===== config.mk =====
export PLATFORM = sky130hd
export DESIGN_NAME = frame_fed_lamp_qualifier
export DESIGN_NICKNAME = d
export VERILOG_FILES = /design/src/rtl/core/ffl_pkg.sv /design/src/rtl/core/ffl_frame_rx.sv /design/src/rtl/core/ffl_channel_bank.sv /design/src/rtl/core/frame_fed_lamp_qualifier.sv
export VERILOG_INCLUDE_DIRS = /design/src /design/src/rtl/core
export SDC_FILE = /design/constraint.sdc
export NUM_CORES = 1
export LEC_CHECK = 0
export ABC_AREA = 0
export BUFFER_PORTS_ARGS = -buffer_cell sky130_fd_sc_hd__buf_2
export CAP_MARGIN = 10
export CORE_MARGIN = 10
export CORE_UTILIZATION = 35
export DETAILED_ROUTE_END_ITERATION = 8
export PLACE_DENSITY = 0.61
export SLEW_MARGIN = 20
export SYNTH_ARGS = -nofsm -noshare
export SYNTH_HDL_FRONTEND = slang
export SYNTH_SLANG_ARGS = --single-unit

===== constraint.sdc =====
create_clock -name clk -period 3.75 [get_ports clk]
set_input_delay 0.75 -clock clk [delete_from_list [all_inputs] [get_ports clk]]
set_output_delay 0.75 -clock clk [all_outputs]
set_load 0.02 [all_outputs]

===== src/rtl/core/frame_fed_lamp_qualifier_assert.svh =====
`ifndef FRAME_FED_LAMP_QUALIFIER_ASSERT_SVH
`define FRAME_FED_LAMP_QUALIFIER_ASSERT_SVH

// Same-cycle implication, sampled on clk, off while arst_n is low.
`define FFL_ASSERT_NOW(label, ante, cons) \
	label: assert property (@(posedge clk) disable iff (!arst_n) (ante) |-> (cons)) \
		else $error("same-cycle check failed");

// Next-cycle implication, sampled on clk, off while arst_n is low.
`define FFL_ASSERT_NEXT(label, ante, cons) \
	label: assert property (@(posedge clk) disable iff (!arst_n) (ante) |=> (cons)) \
		else $error("next-cycle check failed");

`endif


===== src/rtl/core/ffl_pkg.sv =====
package ffl_pkg;

	// input item kinds
	localparam logic ACT_BYTE = 1'b0;
	localparam logic ACT_TICK = 1'b1;

	// configuration register indexes
	localparam logic REG_BOARD_ID   = 1'b0;
	localparam logic REG_INIT_COUNT = 1'b1;

	localparam int BOARD_ID_W = 5;
	localparam int REG_COUNT_W = 6;
	localparam int CFG_DATA_W = 6;
	localparam int POS_W = 8;
	localparam int TIMEOUT_W = 3;
	localparam int NUM_SLOTS = 4;
	localparam int LAMP_W = 32;

	localparam logic [REG_COUNT_W-1:0] REG_COUNT_RESET = 6'd6;
	localparam logic [BOARD_ID_W-1:0]  BOARD_ID_RESET  = 5'd1;

	localparam logic [7:0] START_BYTE     = 8'h01;
	localparam logic [7:0] FUNC_READ      = 8'h03;
	localparam logic [7:0] FUNC_EXCEPTION = 8'h83;
	localparam logic [TIMEOUT_W-1:0] TIMEOUT_LIMIT = 3'd4;

	typedef logic [2:0] mode_t;
	localparam mode_t MODE_OFF         = 3'd0;
	localparam mode_t MODE_ON          = 3'd1;
	localparam mode_t MODE_FIRST_MIXED = 3'd2;
	localparam mode_t MODE_BLINK       = 3'd6;

	// captured slot feeding each group of eight channels
	localparam logic [1:0] GROUP_SLOT [4] = '{2'd2, 2'd0, 2'd3, 2'd1};

	// frame parser -> channel bank
	typedef struct packed {
		logic                      done;
		logic                      receiving;
		logic [NUM_SLOTS-1:0][7:0] slot_bytes;
	} frame_evt_t;

endpackage


===== src/rtl/core/ffl_frame_rx.sv =====
module ffl_frame_rx
	import ffl_pkg::*;
(
	input  logic                  clk,
	input  logic                  arst_n,
	input  logic                  cfg_wr_en,
	input  logic                  cfg_index,
	input  logic [CFG_DATA_W-1:0] cfg_wr_data,
	input  logic                  step_en,
	input  logic                  action,
	input  logic [7:0]            rx_byte,
	output frame_evt_t            evt
);

	logic [BOARD_ID_W-1:0]     board_id_q;
	logic [REG_COUNT_W-1:0]    reg_count_q, reg_count_nxt;
	logic [POS_W-1:0]          pos_q, pos_nxt;
	logic                      in_frame_q, in_frame_nxt;
	logic [TIMEOUT_W-1:0]      timeout_q, timeout_nxt;
	logic [NUM_SLOTS-1:0][7:0] cap_q, cap_nxt;

	logic [POS_W-1:0]  pos_inc;
	logic [POS_W-1:0]  slot_base;
	logic [POS_W-1:0]  count_x2;
	logic [POS_W-1:0]  end_pos;
	logic [TIMEOUT_W-1:0] timeout_inc;
	logic              bad;
	logic              done;

	assign pos_inc     = pos_q + POS_W'(1);
	assign slot_base   = {1'b0, board_id_q, 2'b00};
	assign count_x2    = {1'b0, reg_count_q, 1'b0};
	assign end_pos     = count_x2 + POS_W'(3);
	assign timeout_inc = timeout_q + TIMEOUT_W'(1);

	always_comb begin
		reg_count_nxt = reg_count_q;
		pos_nxt       = pos_q;
		in_frame_nxt  = in_frame_q;
		timeout_nxt   = timeout_q;
		cap_nxt       = cap_q;
		bad           = 1'b0;
		done          = 1'b0;
		if (action == ACT_BYTE) begin
			if (in_frame_q) begin
				for (int s = 0; s < NUM_SLOTS; s++) begin
					if (pos_inc == slot_base + POS_W'(s))
						cap_nxt[s] = rx_byte;
				end
				if (pos_q == POS_W'(1) && rx_byte != FUNC_READ) begin
					bad = 1'b1;
					if (rx_byte == FUNC_EXCEPTION && reg_count_q > REG_COUNT_W'(1))
						reg_count_nxt = reg_count_q - REG_COUNT_W'(1);
				end else if (pos_q == POS_W'(2) && rx_byte != count_x2) begin
					bad = 1'b1;
				end
				if (bad) begin
					in_frame_nxt = 1'b0;
					pos_nxt      = '0;
				end else if (pos_inc == end_pos) begin
					in_frame_nxt = 1'b0;
					pos_nxt      = '0;
					done         = 1'b1;
				end else begin
					pos_nxt = pos_inc;
				end
			end
			// a start byte received while idle, or one that closes or aborts a frame, opens the next one
			if (rx_byte == START_BYTE && !in_frame_nxt) begin
				in_frame_nxt = 1'b1;
				pos_nxt      = POS_W'(1);
			end
		end else if (in_frame_q) begin
			if (timeout_inc > TIMEOUT_LIMIT) begin
				timeout_nxt  = '0;
				in_frame_nxt = 1'b0;
				pos_nxt      = '0;
			end else begin
				timeout_nxt = timeout_inc;
			end
		end
	end

	// slot bytes go out before the start-of-frame clear
	assign evt.done       = done;
	assign evt.receiving  = in_frame_nxt;
	assign evt.slot_bytes = cap_nxt;

	always_ff @(posedge clk or negedge arst_n) begin
		if (!arst_n) begin
			board_id_q  <= BOARD_ID_RESET;
			reg_count_q <= REG_COUNT_RESET;
			pos_q       <= '0;
			in_frame_q  <= 1'b0;
			timeout_q   <= '0;
			cap_q       <= '0;
		end else if (cfg_wr_en) begin
			case (cfg_index)
				REG_BOARD_ID: begin
					board_id_q <= cfg_wr_data[BOARD_ID_W-1:0];
				end
				REG_INIT_COUNT: begin
					reg_count_q <= (cfg_wr_data == '0) ? REG_COUNT_W'(1)
						: cfg_wr_data[REG_COUNT_W-1:0];
				end
				default: begin
					board_id_q <= board_id_q;
				end
			endcase
		end else if (step_en) begin
			reg_count_q <= reg_count_nxt;
			pos_q       <= pos_nxt;
			in_frame_q  <= in_frame_nxt;
			timeout_q   <= timeout_nxt;
			if (action == ACT_BYTE && rx_byte == START_BYTE && in_frame_nxt
				&& pos_nxt == POS_W'(1))
				cap_q <= '0;
			else
				cap_q <= cap_nxt;
		end
	end

`include "frame_fed_lamp_qualifier_assert.svh"

	`FFL_ASSERT_NOW(a_idle_pos_zero, !in_frame_q, pos_q == '0)
	`FFL_ASSERT_NOW(a_timeout_range, 1'b1, timeout_q <= TIMEOUT_LIMIT)
	`FFL_ASSERT_NOW(a_reg_count_nonzero, 1'b1, reg_count_q != '0)

endmodule


===== src/rtl/core/ffl_channel_bank.sv =====
module ffl_channel_bank
	import ffl_pkg::*;
#(
	parameter int NUM_GROUPS  = 4,
	parameter int HISTORY_LEN = 5
) (
	input  logic              clk,
	input  logic              arst_n,
	input  logic              step_en,
	input  logic              action,
	input  frame_evt_t        evt,
	output logic [LAMP_W-1:0] lamp_next
);

	localparam int NCH = 8 * NUM_GROUPS;

	logic [HISTORY_LEN-1:0] hist_q [NCH];
	mode_t                  mode_q [NCH];
	logic [NCH-1:0]         lvl_q, lvl_nxt;
	logic                   phase_q;
	logic                   upd;
	logic                   drive;
	logic                   tick;

	assign upd   = step_en && action == ACT_BYTE && evt.done;
	assign tick  = step_en && action == ACT_TICK;
	assign drive = tick && phase_q;

	for (genvar ch = 0; ch < NCH; ch++) begin : g_ch
		localparam int G = ch / 8;
		localparam int K = ch % 8;

		logic                   sample;
		logic [HISTORY_LEN-1:0] hist_nxt;
		mode_t                  mode_nxt;

		assign sample   = evt.slot_bytes[GROUP_SLOT[G]][K];
		assign hist_nxt = {hist_q[ch][HISTORY_LEN-2:0], sample};

		always_comb begin
			if (&hist_nxt)
				mode_nxt = MODE_ON;
			else if (hist_nxt == '0)
				mode_nxt = MODE_OFF;
			else if (mode_q[ch] < MODE_FIRST_MIXED)
				mode_nxt = MODE_FIRST_MIXED;
			else if (mode_q[ch] < MODE_BLINK)
				mode_nxt = mode_q[ch] + mode_t'(1);
			else
				mode_nxt = MODE_BLINK;
		end

		always_comb begin
			lvl_nxt[ch] = lvl_q[ch];
			if (drive) begin
				case (mode_q[ch])
					MODE_ON:    lvl_nxt[ch] = 1'b1;
					MODE_OFF:   lvl_nxt[ch] = 1'b0;
					MODE_BLINK: lvl_nxt[ch] = !lvl_q[ch];
					default:    lvl_nxt[ch] = lvl_q[ch];
				endcase
			end
		end

		always_ff @(posedge clk or negedge arst_n) begin
			if (!arst_n) begin
				hist_q[ch] <= '0;
				mode_q[ch] <= MODE_OFF;
			end else if (upd) begin
				hist_q[ch] <= hist_nxt;
				mode_q[ch] <= mode_nxt;
			end
		end
	end

	always_ff @(posedge clk or negedge arst_n) begin
		if (!arst_n) begin
			lvl_q   <= '0;
			phase_q <= 1'b0;
		end else begin
			lvl_q <= lvl_nxt;
			if (tick)
				phase_q <= !phase_q;
		end
	end

	assign lamp_next = LAMP_W'(lvl_nxt);

endmodule


===== src/rtl/core/frame_fed_lamp_qualifier.sv =====
// Lamp qualifier fed by register-read response frames.
// Item channel (item_valid / item_stall): one beat is either a received serial
// byte (action = 0, rx_byte) or a timer tick (action = 1, rx_byte ignored).
// Result channel (result_valid / result_stall): exactly one beat per item,
// carrying lamp_levels, frame_done (this byte closed a good frame) and
// receiving (a frame is open after this item).
// Config port: cfg_wr_en with cfg_index 0 = board_id, 1 = initial_reg_count;
// writing the count also reloads the live register count (0 counts as 1).
// An item is taken into the input register and its result into the result
// register. Throughput: one item per cycle while the result is not stalled; all
// frame parsing and the 32 channel updates sit between those two registers.
// Result stall: the result register holds; the input register takes at most
// one more beat, and item_stall is high while it holds one and the result is
// stalled, so nothing is dropped or repeated.
// Reset (arst_n low): all history, modes and levels clear, no frame is open,
// board_id = 1, register count = 6. No clearing pass is needed.
module frame_fed_lamp_qualifier
	import ffl_pkg::*;
#(
	parameter int NUM_GROUPS  = 4,
	parameter int HISTORY_LEN = 5
) (
	input  logic                  clk,
	input  logic                  arst_n,
	input  logic                  cfg_wr_en,
	input  logic                  cfg_index,
	input  logic [CFG_DATA_W-1:0] cfg_wr_data,
	input  logic                  item_valid,
	output logic                  item_stall,
	input  logic                  action,
	input  logic [7:0]            rx_byte,
	output logic                  result_valid,
	input  logic                  result_stall,
	output logic [LAMP_W-1:0]     lamp_levels,
	output logic                  frame_done,
	output logic                  receiving
);

	// input stage
	logic       item_valid_s1;
	logic       action_s1;
	logic [7:0] rx_byte_s1;

	// result stage
	logic              result_valid_s2;
	logic [LAMP_W-1:0] lamp_levels_s2;
	logic              frame_done_s2;
	logic              receiving_s2;

	logic              advance;
	logic              step_en;
	frame_evt_t        evt;
	logic [LAMP_W-1:0] lamp_next;

	// the result slot is free when empty or being taken this cycle
	assign advance    = !result_valid_s2 || !result_stall;
	assign step_en    = item_valid_s1 && advance;
	assign item_stall = item_valid_s1 && !advance;

	always_ff @(posedge clk or negedge arst_n) begin
		if (!arst_n)
			item_valid_s1 <= 1'b0;
		else if (!item_stall)
			item_valid_s1 <= item_valid;
	end

	always_ff @(posedge clk) begin
		if (item_valid && !item_stall) begin
			action_s1  <= action;
			rx_byte_s1 <= rx_byte;
		end
	end

	ffl_frame_rx u_frame_rx (
		.clk         (clk),
		.arst_n      (arst_n),
		.cfg_wr_en   (cfg_wr_en),
		.cfg_index   (cfg_index),
		.cfg_wr_data (cfg_wr_data),
		.step_en     (step_en),
		.action      (action_s1),
		.rx_byte     (rx_byte_s1),
		.evt         (evt)
	);

	ffl_channel_bank #(
		.NUM_GROUPS  (NUM_GROUPS),
		.HISTORY_LEN (HISTORY_LEN)
	) u_channel_bank (
		.clk       (clk),
		.arst_n    (arst_n),
		.step_en   (step_en),
		.action    (action_s1),
		.evt       (evt),
		.lamp_next (lamp_next)
	);

	always_ff @(posedge clk or negedge arst_n) begin
		if (!arst_n)
			result_valid_s2 <= 1'b0;
		else if (advance)
			result_valid_s2 <= item_valid_s1;
	end

	always_ff @(posedge clk) begin
		if (step_en) begin
			lamp_levels_s2 <= lamp_next;
			frame_done_s2  <= (action_s1 == ACT_BYTE) && evt.done;
			receiving_s2   <= evt.receiving;
		end
	end

	assign result_valid = result_valid_s2;
	assign lamp_levels  = lamp_levels_s2;
	assign frame_done   = frame_done_s2;
	assign receiving    = receiving_s2;

`include "frame_fed_lamp_qualifier_assert.svh"

	`FFL_ASSERT_NOW(a_stall_needs_item, item_stall, item_valid_s1)
	`FFL_ASSERT_NEXT(a_step_gives_result, step_en, result_valid_s2)
	`FFL_ASSERT_NEXT(a_held_item_kept, item_stall, item_valid_s1 && $stable({action_s1, rx_byte_s1}))

endmodule

# [Yosys cells after proc, flatten, opt, wreduce, memory -nomap -nowiden]
# Cells that the tools add are included.
[classes] add_sub_neg=39 order_cmp=66 n_eq_ne=78 n_mux=231 bitwise=3 reduce_logical=159
[op_table] operator="3-bit two-way mux" count=129
[op_table] operator="5-bit logical NOT" count=32
[op_table] operator="5-bit AND reduction" count=32
[op_table] operator="3-bit by 1-bit adder with 3-bit output, second input constant" count=33
[op_table] operator="3-bit by 1-bit equality test with 1-bit output, second input constant" count=32
[op_table] operator="3-bit equality test, second input constant" count=32
[op_table] operator="3-bit logical NOT" count=32
[op_table] operator="3-bit by 2-bit less-than comparator with 1-bit output, second input constant" count=32
[op_table] operator="3-bit less-than comparator, second input constant" count=32
[op_table] operator="32-bit two-way mux" count=3
[op_table] operator="1-bit case mux with 3 select lines" count=32
[op_table] operator="8-bit two-way mux" count=11
[op_table] operator="1-bit two-way mux" count=48
[op_table] operator="6-bit two-way mux" count=8
[op_table] operator="1-bit logical NOT" count=38
[op_table] operator="8-bit equality test" count=4
[op_table] operator="7-bit by 2-bit adder with 8-bit output, second input constant" count=3
[op_table] operator="8-bit by 1-bit equality test with 1-bit output, second input constant" count=3
[op_table] operator="1-bit logical AND" count=15
[op_table] operator="7-bit by 1-bit adder with 8-bit output, second input constant" count=1
[op_table] operator="8-bit by 1-bit adder with 8-bit output, second input constant" count=1
[op_table] operator="8-bit by 2-bit equality test with 1-bit output, second input constant" count=1
[op_table] operator="8-bit by 7-bit equality test with 1-bit output" count=1
[op_table] operator="8-bit equality test, second input constant" count=1
[op_table] operator="14 further kinds" count=20
[word_totals] regBits=357 inputBits=21

# [Longest topological paths before layout]
[depth] ltp_word=16 ltp_mapped=12 depth_no_buf=10

# [Hierarchy]
# Synthesis repeated with hierarchy kept, for this count alone.
[unflattened] cells_unflattened=1935 area_unflattened_um2=17673.2
[modules_own_cells] module="ffl_channel_bank" instances=1 cells_per_inst=1498 area_per_inst_um2=12489.5 seq_area_each_um2=6431.2
[modules_own_cells] module="ffl_frame_rx" instances=1 cells_per_inst=385 area_per_inst_um2=3793.6 seq_area_each_um2=1380.1
[modules_own_cells] module="frame_fed_lamp_qualifier" instances=1 cells_per_inst=52 area_per_inst_um2=1390.1 seq_area_each_um2=1341.3

# [Worst setup path before layout]
# No wires, ideal clock.
[synth_timing] path_type="reg2reg" start="reg u_frame_rx.reg_count_q[1]" end="reg u_frame_rx.cap_q[15] in the netlist's numbering" setup_ns=0.121 arrival_ns=2.819 required_ns=3.629 slack_ns=0.810 stages_incl_launch_ff=11 path_buffers=1 synth_period_minus_slack_ns=2.940 cell_sequence="dfstp_2 -> clkbuf_1 -> inv_1 -> ha_1 -> xnor2_1 -> or4_1 -> a211oi_2 -> o21ai_1 -> a21boi_2 -> o21ai_2 -> a22o_2"
[synth_between] elab_chain_cells=16 word_cells_on_any_way=25
[synth_lines] element="start: declaration" line_no="ffl_frame_rx.sv:16" rtl="logic [REG_COUNT_W-1:0] reg_count_q, reg_count_nxt;"
[synth_lines] element="start signal: assignment" line_no="ffl_frame_rx.sv:103" rtl="reg_count_q <= (cfg_wr_data == '0) ? REG_COUNT_W'(1)"
[synth_lines] element="start signal: assignment" line_no="ffl_frame_rx.sv:111" rtl="reg_count_q <= reg_count_nxt;"
[synth_lines] element="branches (longest 14 deep; another with 7-bit by 2-bit adder with 8-bit output)"
[synth_lines] element="1-bit logical AND *" line_no="ffl_frame_rx.sv:116" rtl="&& pos_nxt == POS_W'(1))"
[synth_lines] element="32-bit two-way mux *" line_no="ffl_frame_rx.sv:115" rtl="if (action == ACT_BYTE && rx_byte == START_BYTE && in_frame_nxt"
[synth_lines] element="end signal: assignment" line_no="ffl_frame_rx.sv:119" rtl="cap_q <= cap_nxt;"
[synth_lines] element="end: declaration" line_no="ffl_frame_rx.sv:20" rtl="logic [NUM_SLOTS-1:0][7:0] cap_q, cap_nxt;"
# Every way passes the cells marked *. The select of a mux whose other input is x is not followed.
# A chain may end at the register's enable or synchronous reset.

# [Worst setup path in the final report]
[layout_timing] start="reg u_frame_rx.pos_q[0]" end="reg u_channel_bank.mode_q[61] in the netlist's numbering"
[layout_between] elab_chain_cells=10 word_cells_on_any_way=23
[layout_lines] element="start: declaration" line_no="ffl_frame_rx.sv:17" rtl="logic [POS_W-1:0] pos_q, pos_nxt;"
[layout_lines] element="start signal: assignment" line_no="ffl_frame_rx.sv:112" rtl="pos_q <= pos_nxt;"
[layout_lines] element="branches (longest 10 deep; another with 8-bit by 1-bit adder with 8-bit output)"
[layout_lines] element="end signal: indexed assignment" line_no="ffl_channel_bank.sv:71" rtl="mode_q[ch] <= mode_nxt;"
[layout_lines] element="end: declaration" line_no="ffl_channel_bank.sv:18" rtl="mode_t mode_q [NCH];"
# Several ways; the timed one is not identified. The select of a mux whose other input is x is not followed.

==> summary.md <==
| Metric | Value |
|---|---|
| CTS max path bufs | 3 |
| Commonest non-fill, non-tap cells in the layout | nand2_1, dfrtp_1, nor2_1, o21ai_0, a21oi_1 |
| Critical setup path kind | flip-flop to flip-flop |
| Reg area | a little over 9000 sq um |
| Vias | ~14k |
| Synth Area in Compound Gates | around 16% |
| Die Width | 246.0 um |
| Row count | 82 |
| Initial antenna violation count | 0 |
| First-pass GRT wire length | 68.49 mm |
| Iter 0 DRT Violations | 984 |
| Mapped cell area | 17880 sq um |
| Worst R2R Start | u_frame_rx.pos_q[0] |
| PostCTS Resize Cnt | 0 |
| Post-CTS Setup Bufs | 0 |
| Overall routing resource usage | between 10% and 20% |
| Multi-input gate area | 8102 sq um |
| Worst Path Arrival | 3.84 ns |
| Chip height | 246.0 um |
| Avg WL per Cell | 15.57 um |
| Synth Area in XOR/XNOR | 3.254% |
| Post-Synth Simple-Gate Area | 23.95% |
| Setup Skew | 0.02341 ns |
| EDFF count, synth | 43 |
| # port buffers | 56 |
| Most common cell after layout, fill and taps aside | nand2_1 |
| Worst Setup End Kind | flip-flop |
| Synth Area per Inst | 9.470 sq um |
| Worst Path Max Fanout | 34 |
| Clock transition at path regs | 0.06 ns |
| Final ANT Viol Nets | 0 |
| CORE AREA | about 50000 sq um |
| Tightest Pin Transition | roughly 0.73 ns |
| Syn Nets | ~1.9k |
| Worst-skew pair later-pin latency | 0.57 ns |
| DIE AREA | 60530 sq um |
| CTS tree | built |
| ANT cells | 0 |
| First-pass iteration count of the detailed router | 5 |
| Status | complete, no violations |
| Final Instance Area | around 20000 sq um |
| Sequential element share of the synthesized area | 51.19% |
| Hold Path Class | primary input to async pin |
| Grt ovf | 0 |
| Worst r2r dst | u_channel_bank.mode_q[61] |
| Async SR Flop Fraction | 87.96% |
| Layout Area Growth over Synthesis | 12.74% |
| Pwr/cell area | 424.7 nW/um^2 |
| Ports | between 50 and 60 |
| Worst R2R Path Depth | 10 |
| Synth Area in Adders | less than 1% |
| Nets | around 2.0k |
| Largest net degree at the start of global routing | 92 |
| # setup viols final | 0 |
| Hold-fix buffers, CTS | 0 |
| H-tree Lvls | 2 |
| Max Cap Viol | 0 |
| Vias in the first global route | 13.57k |
| Top_reg_cell synth | dfrtp_1 |
| Ys Warns | 0 |
| CP required | 4.19 ns |
| Total power | 8.560 mW |
| Unrepaired setup endpoints after global routing | no |
| Post-DP HPWL | around 27 mm |
| Slew headroom | about half |
| Final Util | 40.01% |
| DRC Markers | 0 |
| Hold Fails Final Rpt | 0 |
| Clock Sinks | 357 |
| Pleak | 8.980 nW |
| Proportion of synthesized area in mux cells | 1.610% |
| Total wire length | a little over 40 mm |
| DR vias/cell | 5.276 |
| Fillers | 4834 |
| Placed inst area | 18820 sq um |
| Post-route setup TNS | 0 ns |
| RePlAce Congestion | 0.8997 |
| Seq cells post-synth | 357 |
| Cts bufs inserted | 41 |
| Share of layout cells above drive strength 1 | 9.672% |
| Root buf cell | clkbuf_16 |
| Combinational family with the most area after synthesis | simple AND/OR/NAND/NOR gates |
| Post-synthesis cell type count | 67 |
| Initial core utilization | 35.49% |
| Syn Inst Count | 1888 |
| Final Max Slew Viols | 0 |
| Worst vdd ir | 0.3021 mV |
| Max Freq | 294.2 MHz |
| Fin crit period | around 3.4 ns |
| CP startpoint kind | flip-flop |
| Register-to-register setup slack | approximately 0.35 ns |
| Final worst-path cycle share | 90.63% |
cells in the mapped netlist (all sizes together) (6+ instances only):
cell type / instances / area (sq um)
nand2: 322 / 1209
dfrtp: 311 / 7782
nor2: 151 / 569.3
o21ai: 130 / 665.6
a21oi: 117 / 585.6
buf: 61 / 406.6
nor2b: 58 / 362.9
nand3: 55 / 275.3
nor3b: 54 / 405.4
nor3: 47 / 240.2
xnor2: 45 / 394.1
edfxtp: 43 / 1291
and3: 41 / 259.0
a22o: 38 / 350.3
o211ai: 37 / 277.8
clkbuf: 35 / 141.4
nand4: 35 / 225.2
nand2b: 33 / 206.5
a211oi: 32 / 245.2
nor4: 31 / 193.9
a31oi: 27 / 168.9
inv: 24 / 90.09
mux2i: 22 / 220.2
o21a: 22 / 165.2
and2: 16 / 101.4
nor4b: 16 / 140.1
a21o: 11 / 82.58
ha: 11 / 137.6
a21boi: 7 / 56.30
mux2: 6 / 67.56
xnor3: 6 / 135.1
xor2: 6 / 52.55
final cells by class:
cell class,instances,area share (%)
clock buffer,64,6.071
multi-input combinational,1411,40.19
tap,672,4.171
inverter,24,0.4469
timing repair buffer,89,3.166
sequential,357,45.41
clock inverter,9,0.5462
logic make-up (layout without fill, tap and decap cells):
kind of cell,Yosys count,in the layout
AO/OA/AOI/OAI,445,445
XOR/XNOR,57,57
adder cells (fa/ha/maj),11,11
buffers and inverters,120,186
flip-flops,357,357
multiplexers,28,28
AND/OR/NAND/NOR,870,870
worst max path at each step:
stage	from	to	slack, ns
after floorplan	u_frame_rx.reg_count_q[1]	u_frame_rx.cap_q[15]	0.81
after global placement	u_frame_rx.pos_q[0]	u_channel_bank.mode_q[55]	0.44
after detailed placement	u_frame_rx.pos_q[0]	u_channel_bank.mode_q[61]	0.38
after CTS	u_frame_rx.pos_q[0]	u_channel_bank.mode_q[61]	0.35
after global routing	u_frame_rx.pos_q[0]	u_channel_bank.mode_q[58]	0.07
final	u_frame_rx.pos_q[0]	u_channel_bank.mode_q[61]	0.35
worst max-delay path, cell delays in order, from the launching register on:
cell	delay, ns
dfrtp_1	0.50
ha_1	0.35
xnor2_1	0.27
xnor2_1	0.10
or4_1	0.52
a211oi_2	0.26
o2111a_2	0.44
buf_4	0.38
and3_1	0.23
nor2b_1	0.14
nor3b_1	0.06
sequential cells by signal, indices dropped and copies added (netlist names):
register	count
action_s1	1
frame_done	1
item_valid_s1	1
lamp_levels	32
receiving	1
result_valid	1
rx_byte_s1	8
u_channel_bank.g_ch.hist_nxt	128
u_channel_bank.lvl_q	32
u_channel_bank.mode_q	96
u_channel_bank.phase_q	1
u_frame_rx.board_id_q	5
u_frame_rx.cap_q	32
u_frame_rx.in_frame_q	1
u_frame_rx.pos_q	8
u_frame_rx.reg_count_q	6
u_frame_rx.timeout_q	3
metrics by stage:
stage / std cells / hold slack, ns / setup slack [ns]
floorplan: 1888 / 0.4457 / 0.8102
finish: 2626 / 0.2230 / 0.3512
global route: 2626 / 0.2586 / 0.07020
CTS: 2626 / 0.2284 / 0.3477
detailed placement: 2553 / 0.4782 / 0.3751
global placement: 2553 / 0.4733 / 0.4435
routing by layer:
metal / global-route usage [%] / wire, um
met5: 0 / 0
met4: 4.302 / 1015
met3: 2.564 / 1575
met2: 21.51 / 18760
met1: 17.97 / 19530
report_power, final:
group          total (mW)  switching [mW]  internal (mW)
combinational       0.473           0.309          0.164
sequential           4.10          0.0965           4.00
clock                3.99            1.61           2.38
total                8.56            2.02           6.54
No activity file was read; power rests on OpenSTA's default activity.
